[src/sv/ist_pkg.sv]
`timescale 1ns / 1ps
`default_nettype none
package ist_pkg;

	localparam int MAX_INTERVALS = 16;
	localparam int COORD_BITS    = 32;
	localparam int CNT_W         = $clog2(MAX_INTERVALS + 1);
	localparam int IDX_W         = $clog2(MAX_INTERVALS);

	localparam logic [1:0] OP_ADD      = 2'd0;
	localparam logic [1:0] OP_REMOVE   = 2'd1;
	localparam logic [1:0] OP_QUERY    = 2'd2;
	localparam logic [1:0] OP_RESERVED = 2'd3;

	localparam logic [1:0] ST_OK      = 2'd0;
	localparam logic [1:0] ST_FULL    = 2'd1;
	localparam logic [1:0] ST_INVALID = 2'd2;

	typedef struct packed {
		logic [1:0]            op;
		logic [COORD_BITS-1:0] range_start;
		logic [COORD_BITS-1:0] range_end;
	} in_t;

	typedef struct packed {
		logic       covered;
		logic [1:0] status;
		logic [4:0] interval_count;
	} out_t;

endpackage
`default_nettype wire

[src/sv/interval_set_tracker.sv]
// channel | signals                        | transfer when
// --------+--------------------------------+----------------------
// in      | in_valid, in_ready, in_data    | in_valid & in_ready
// out     | out_valid, out_ready, out_data | out_valid & out_ready
//
// One item at a time; in_ready is high only while the sequencer is idle.
// An item is accepted, the interval memories (one read port each) are scanned,
// the plan is made, the tail is shifted, up to 2 writes place new entries,
// the count is committed, and the result is posted. Invalid items go straight
// to posting, queries after the scan, and overflowing or no-op items after the plan.
// Reset clears the count; memory contents need no clearing.
// The output register holds a result while out_ready is low; the next item
// is taken meanwhile and waits in the post state only if still blocked.
`timescale 1ns / 1ps
`default_nettype none
module interval_set_tracker import ist_pkg::*; (
	input  wire logic clk,
	input  wire logic arst_n,
	input  wire logic in_valid,
	output logic      in_ready,
	input  wire in_t  in_data,
	output logic      out_valid,
	input  wire logic out_ready,
	output out_t      out_data
);

	typedef enum logic [5:0] {
		S_IDLE = 6'b000001,
		S_SCAN = 6'b000010,
		S_CALC = 6'b000100,
		S_COPY = 6'b001000,
		S_NEW  = 6'b010000,
		S_DONE = 6'b100000
	} state_t;

	state_t state_q;

	logic [COORD_BITS-1:0] starts_mem [MAX_INTERVALS];
	logic [COORD_BITS-1:0] ends_mem   [MAX_INTERVALS];
	logic [COORD_BITS-1:0] rd_start_q, rd_end_q;
	logic [IDX_W-1:0]      mem_ra, mem_wa;
	logic                  mem_wen;
	logic [COORD_BITS-1:0] mem_wstart, mem_wend;

	logic [1:0]            op_q;
	logic [COORD_BITS-1:0] a_q, b_q;
	logic [CNT_W-1:0]      count_q, sc_q, i_q, j_q, rp_q, left_q, dofs_q, newcnt_q;
	logic                  got_i_q, cov_q, up_q;
	logic [COORD_BITS-1:0] s_i_q, e_last_q;
	logic [COORD_BITS-1:0] ns0_q, ne0_q, ns1_q, ne1_q;
	logic [1:0]            n_q, wk_q;
	logic                  rd_v_s1, cp_v_s1;
	logic [IDX_W-1:0]      cp_wa_s1;
	logic [1:0]            res_st_q;
	logic                  out_valid_q;
	out_t                  out_q;

	// scan predicates and plan
	logic                  is_add, pi, pj, hit;
	logic [CNT_W-1:0]      jj;
	logic                  cut_lo, cut_hi;
	logic [1:0]            n_c;
	logic [COORD_BITS-1:0] ns0_c, ne0_c;
	logic [CNT_W:0]        newcnt_c;
	logic                  bad_in;

	assign is_add = (op_q == OP_ADD);
	assign pi  = is_add ? (rd_end_q < a_q) : (rd_end_q <= a_q);
	assign pj  = is_add ? (rd_start_q <= b_q) : (rd_start_q < b_q);
	assign hit = (rd_start_q <= a_q) && (rd_end_q >= b_q);
	assign bad_in = (in_data.op == OP_RESERVED) ||
		(in_data.range_start >= in_data.range_end);

	always_comb begin
		cut_lo = s_i_q < a_q;
		cut_hi = e_last_q > b_q;
		if (is_add) begin
			jj    = (j_q > i_q) ? j_q : i_q;
			n_c   = 2'd1;
			ns0_c = (j_q > i_q && s_i_q < a_q) ? s_i_q : a_q;
			ne0_c = (j_q > i_q && e_last_q > b_q) ? e_last_q : b_q;
		end else begin
			jj    = j_q;
			n_c   = {1'b0, cut_lo} + {1'b0, cut_hi};
			ns0_c = cut_lo ? s_i_q : b_q;
			ne0_c = cut_lo ? a_q : e_last_q;
		end
		newcnt_c = {1'b0, count_q} - {1'b0, jj - i_q} + (CNT_W+1)'(n_c);
	end

	always_comb begin
		mem_ra = (state_q == S_SCAN) ? sc_q[IDX_W-1:0] : rp_q[IDX_W-1:0];
		mem_wen    = 1'b0;
		mem_wa     = cp_wa_s1;
		mem_wstart = rd_start_q;
		mem_wend   = rd_end_q;
		if (cp_v_s1) begin
			mem_wen = 1'b1;
		end else if (state_q == S_NEW && wk_q != n_q) begin
			mem_wen    = 1'b1;
			mem_wa     = IDX_W'(i_q + CNT_W'(wk_q));
			mem_wstart = (wk_q == 2'd0) ? ns0_q : ns1_q;
			mem_wend   = (wk_q == 2'd0) ? ne0_q : ne1_q;
		end
	end

	always_ff @(posedge clk) begin
		if (mem_wen) begin
			starts_mem[mem_wa] <= mem_wstart;
			ends_mem[mem_wa]   <= mem_wend;
		end
		rd_start_q <= starts_mem[mem_ra];
		rd_end_q   <= ends_mem[mem_ra];
	end

	assign in_ready  = (state_q == S_IDLE);
	assign out_valid = out_valid_q;
	assign out_data  = out_q;

	always_ff @(posedge clk or negedge arst_n) begin
		if (!arst_n) begin
			state_q     <= S_IDLE;
			count_q     <= '0;
			rd_v_s1     <= 1'b0;
			cp_v_s1     <= 1'b0;
			out_valid_q <= 1'b0;
			out_q       <= '0;
			op_q <= '0; a_q <= '0; b_q <= '0;
			sc_q <= '0; i_q <= '0; j_q <= '0; rp_q <= '0; left_q <= '0;
			dofs_q <= '0; newcnt_q <= '0; got_i_q <= 1'b0; cov_q <= 1'b0;
			up_q <= 1'b0; s_i_q <= '0; e_last_q <= '0;
			ns0_q <= '0; ne0_q <= '0; ns1_q <= '0; ne1_q <= '0;
			n_q <= '0; wk_q <= '0; cp_wa_s1 <= '0; res_st_q <= ST_OK;
		end else begin
			rd_v_s1 <= (state_q == S_SCAN) && (sc_q < count_q);
			cp_v_s1 <= (state_q == S_COPY) && (left_q != '0);
			if (state_q == S_DONE && (!out_valid_q || out_ready))
				out_valid_q <= 1'b1;
			else if (out_ready)
				out_valid_q <= 1'b0;

			case (state_q)
				S_IDLE: begin
					if (in_valid) begin
						op_q     <= in_data.op;
						a_q      <= in_data.range_start;
						b_q      <= in_data.range_end;
						sc_q     <= '0;
						i_q      <= '0;
						j_q      <= '0;
						got_i_q  <= 1'b0;
						cov_q    <= 1'b0;
						res_st_q <= bad_in ? ST_INVALID : ST_OK;
						state_q  <= bad_in ? S_DONE : S_SCAN;
					end
				end
				S_SCAN: begin
					if (sc_q < count_q)
						sc_q <= sc_q + 1'b1;
					if (rd_v_s1) begin
						if (pi) begin
							i_q <= i_q + 1'b1;
						end else if (!got_i_q) begin
							got_i_q <= 1'b1;
							s_i_q   <= rd_start_q;
						end
						if (pj) begin
							j_q      <= j_q + 1'b1;
							e_last_q <= rd_end_q;
						end
						if (hit)
							cov_q <= 1'b1;
					end
					if (sc_q == count_q && !rd_v_s1)
						state_q <= (op_q == OP_QUERY) ? S_DONE : S_CALC;
				end
				S_CALC: begin
					j_q      <= jj;
					n_q      <= n_c;
					ns0_q    <= ns0_c;
					ne0_q    <= ne0_c;
					ns1_q    <= b_q;
					ne1_q    <= e_last_q;
					newcnt_q <= newcnt_c[CNT_W-1:0];
					dofs_q   <= CNT_W'(n_c) + i_q - jj;
					up_q     <= CNT_W'(n_c) > (jj - i_q);
					rp_q     <= (CNT_W'(n_c) > (jj - i_q)) ? count_q - 1'b1 : jj;
					left_q   <= count_q - jj;
					wk_q     <= '0;
					cov_q    <= 1'b0;
					if (!is_add && j_q <= i_q) begin
						state_q <= S_DONE;
					end else if (newcnt_c > (CNT_W+1)'(MAX_INTERVALS)) begin
						res_st_q <= ST_FULL;
						state_q  <= S_DONE;
					end else begin
						state_q <= S_COPY;
					end
				end
				S_COPY: begin
					// shift the tail; walk down when growing so no entry is overwritten first
					if (left_q != '0) begin
						cp_wa_s1 <= IDX_W'(rp_q + dofs_q);
						rp_q     <= up_q ? rp_q - 1'b1 : rp_q + 1'b1;
						left_q   <= left_q - 1'b1;
					end else if (!cp_v_s1) begin
						state_q <= S_NEW;
					end
				end
				S_NEW: begin
					if (wk_q != n_q) begin
						wk_q <= wk_q + 1'b1;
					end else begin
						count_q <= newcnt_q;
						state_q <= S_DONE;
					end
				end
				S_DONE: begin
					if (!out_valid_q || out_ready) begin
						out_q.covered        <= cov_q && (res_st_q == ST_OK);
						out_q.status         <= res_st_q;
						out_q.interval_count <= 5'(count_q);
						state_q              <= S_IDLE;
					end
				end
				default: state_q <= S_IDLE;
			endcase
		end
	end

endmodule
`default_nettype wire

[config.mk]
export PLATFORM = sky130hd
export DESIGN_NAME = interval_set_tracker
export DESIGN_NICKNAME = d
export VERILOG_FILES = /design/src/sv/ist_pkg.sv /design/src/sv/interval_set_tracker.sv
export SDC_FILE = /design/constraint.sdc
export NUM_CORES = 2
export LEC_CHECK = 0
export BUFFER_PORTS_ARGS = -buffer_cell sky130_fd_sc_hd__buf_2
export CORE_MARGIN = 2
export CORE_UTILIZATION = 40
export CTS_BUF_LIST = sky130_fd_sc_hd__clkbuf_8
export CTS_CLUSTER_SIZE = 8
export DETAILED_ROUTE_END_ITERATION = 10
export GPL_TIMING_DRIVEN = 1
export PLACE_DENSITY = 0.53
export SKIP_LAST_GASP = 1
export SLEW_MARGIN = 30
export SYNTH_ARGS = -nofsm -noshare
export SYNTH_HDL_FRONTEND = slang
export SYNTH_SLANG_ARGS = --single-unit
[constraint.sdc]
create_clock -name clk -period 6.7 [get_ports clk]
set_clock_uncertainty 0.2 [all_clocks]
set_input_delay 1.34 -clock clk [delete_from_list [all_inputs] [get_ports clk]]
set_output_delay 1.34 -clock clk [all_outputs]
set_load 0.03 [all_outputs]
==> metrics <==
vias in the first global route 40800; Die Y 401 µm; WS Path Type reg2reg; I/O pin total 80; Via density 5.61; CP Capture Type flip-flop; I/O Buffers slightly below 80; Post-Route WL around 180000 µm; setup slack, reg-to-reg between 500 and 600 ps; status complete, no violations; Main synth FF type edfxtp_1; period utilisation layout 91.9%; TNS Setup 0 ps; syn_area_per_cell around 12 µm²; slowest CP cell or4b_2; Post-synth EDFFs 1024; Root Buffer clkbuf_8; Yosys top cell by area edfxtp_1; Seq cells post-synth between 1000 and 1500; R2R depth 19; commonest cells in the netlist edfxtp_1, nand2_1, a21oi_1; critical path startpoint category flip-flop; synthesized instance count 5117; DIE WIDTH around 400 µm; pin count of the biggest net entering global routing 135; # resized after CTS 0; Clk pin slew, worst setup/hold paths ~60 ps; Peak Freq 0.162 GHz; crit-path cells inv_1 -> ha_1 -> a211oi_1 -> nor2_1 -> o32a_1 -> nor2_1 -> mux2i_1 -> ha_1 -> fa_1 -> fa_1 -> ha_1 -> a21o_1 -> a22o_1 -> or4b_2 -> a32oi_1 -> nor2b_1 -> nor2_1 -> a2111oi_0 -> o21ai_0; Fin. Hold Viols 0; endpoints failing setup 0; DR WL/cell 24.4 µm; Setup Buffers After CTS 0; initial antenna violation count 14; largest fanout on the critical path 6; slowest stage delay, CP 610 ps; synth warn 0; cts hold-fix bufs 0; layout cells sized above 1 12.3%; Layout area overhead 12.8%; post-route minimum period 6160 ps; Die ar. 0.161 mm²; drt pass-1 iters 5; critical path capture point state_q[5]; CTS Buf Count between 200 and 250; H-tree level count 4; DR iter-0 viols 3726; WP data arrival about 6800 ps; Seq/Total Area, Yosys 63.8%; worst vdd ir 287 µV; first-pass GRT wire length between 200000 and 300000 µm; Mapped Nets 5468; Leak 27.3 nW; ys async rst share between 20% and 30%; # DRC 0; Cell Pwr Density 412 mW/mm²; maxcap violations 0; post-DP HPWL 110000 µm; RSZ-0062 raised after global routing false; Layout Nets 5574; Power Total 29.2 mW; GRT Total Usage about 22%; FF-to-FF End state_q[5]; CTS Sinks approximately 1400; count leader, synth edfxtp_1; area share of the largest cell type after synthesis 48.8%; TritonCTS clock tree done; Longest Clk Path Bufs 3; clock latency at the later pin of the worst-skew pair 980 ps; mapped cell area 0.0629 mm²; Crit Reg-Reg Startpoint i_q[2]; Crit. Startpoint i_q[2]; CORE AREA 0.156 mm²; Slew Viols, Final 0; final core utilization 45.4%; max_slew headroom 32.9%; ranking of synthesized cells by area edfxtp_1, dfrtp_1, ha_1; worst min-delay path class in2async; Starting Density about two fifths; critical path data required time 7330 ps; vias 42000; grt ovf 0; row cnt 145; Yosys cell types 78; worst slew pin tran 978 ps; Antenna Nets Post-Route 0; Final GP Congestion 0.890
-- power by group --
part | switching (mW) | internal (mW)
Combinational | 6.81 | 3.09
Clock | 3.60 | 3.67
Sequential | 0.923 | 11.1
Total | 11.3 | 17.9
-- kinds of logic after synthesis --
kind of cell / share of synthesized area, %
DFF: 63.8
xor gates and xnor gates: 0.417
buffers and inverters: 2.91
and+or+nand+nor: 10.3
AOI/OAI and AO/OA: 14.0
adders and majority gates: 5.69
muxes: 2.76
-- layout make-up --
cell class / instances / area [µm²]
multi-input combinational: 3238 / 21400
clock inverter: 174 / 861
fill: 14200 / 85200
antenna: 3 / 7.51
timing repair buffer: 189 / 1770
sequential: 1414 / 40200
tap: 2058 / 2570
inverter: 148 / 556
clock buffer: 265 / 3650
-- sequential cells by signal, indices dropped and copies added (netlist names), 5 cells and up --
name,count
rd_end_q,32
ns0_q,32
j_q,5
sc_q,5
s_i_q,32
ns1_q,32
b_q,32
starts_mem,512
newcnt_q,5
left_q,5
a_q,32
rd_start_q,32
count_q,5
e_last_q,32
ne0_q,32
state_q,6
ne1_q,32
i_q,5
out_data,8
ends_mem,512
-- worst max-delay path, delay by kind of cell (launching register included) --
kind / cells / cell delay [ps]
adder cells (fa/ha/maj): 5 / 1850
flip-flops: 1 / 440
multiplexers: 1 / 340
AND/OR/NAND/NOR: 5 / 1250
AO/OA/AOI/OAI: 7 / 1780
buffers and inverters: 1 / 160
-- metrics by stage --
stage	instance area [µm²]	hold WS, ps	setup WS (ps)	std cells
after floorplan	62900	242	749	5117
after global placement	66100	257	541	7040
after detailed placement	66400	261	634	7047
after CTS	70900	65.0	593	7486
after global routing	71000	111	162	7489
final	71000	129	542	7489
-- worst min-delay path by stage --
stage	from	endpoint	cells after the start
floorplan	newcnt_q[4]	newcnt_q[4]	2
global placement	ne1_q[24]	ne1_q[24]	2
detailed placement	ne1_q[17]	ne1_q[17]	2
CTS	arst_n	out_data[2]	1
global route	arst_n	out_data[2]	1
finish	arst_n	out_data[2]	1
-- cells in the final DEF (no fill, tap or decap), types with 75 or more instances in the layout --
cell type	count
mux2i_1	75
a211oi_1	333
buf_2	78
o21ai_0	157
and2_1	259
clkbuf_8	265
inv_1	254
a21oi_1	290
a31oi_1	137
ha_1	271
edfxtp_1	1024
nand2_1	871
dfrtp_1	325
a311oi_1	129
nor2_1	147
-- metal layers --
| layer | up-vias | share of wire [%] | GRT usage, % |
|---|---|---|---|
| met5 | - | 0 | 0 |
| met4 | 0 | 2.2 | 6.23 |
| met3 | 276 | 6.2 | 4.36 |
| met2 | 1186 | 44 | 33.8 |
| met1 | 21200 | 47 | 33.0 |
| li1 | 19300 | - | - |
Note: power is estimated with default switching activity, not from simulation.
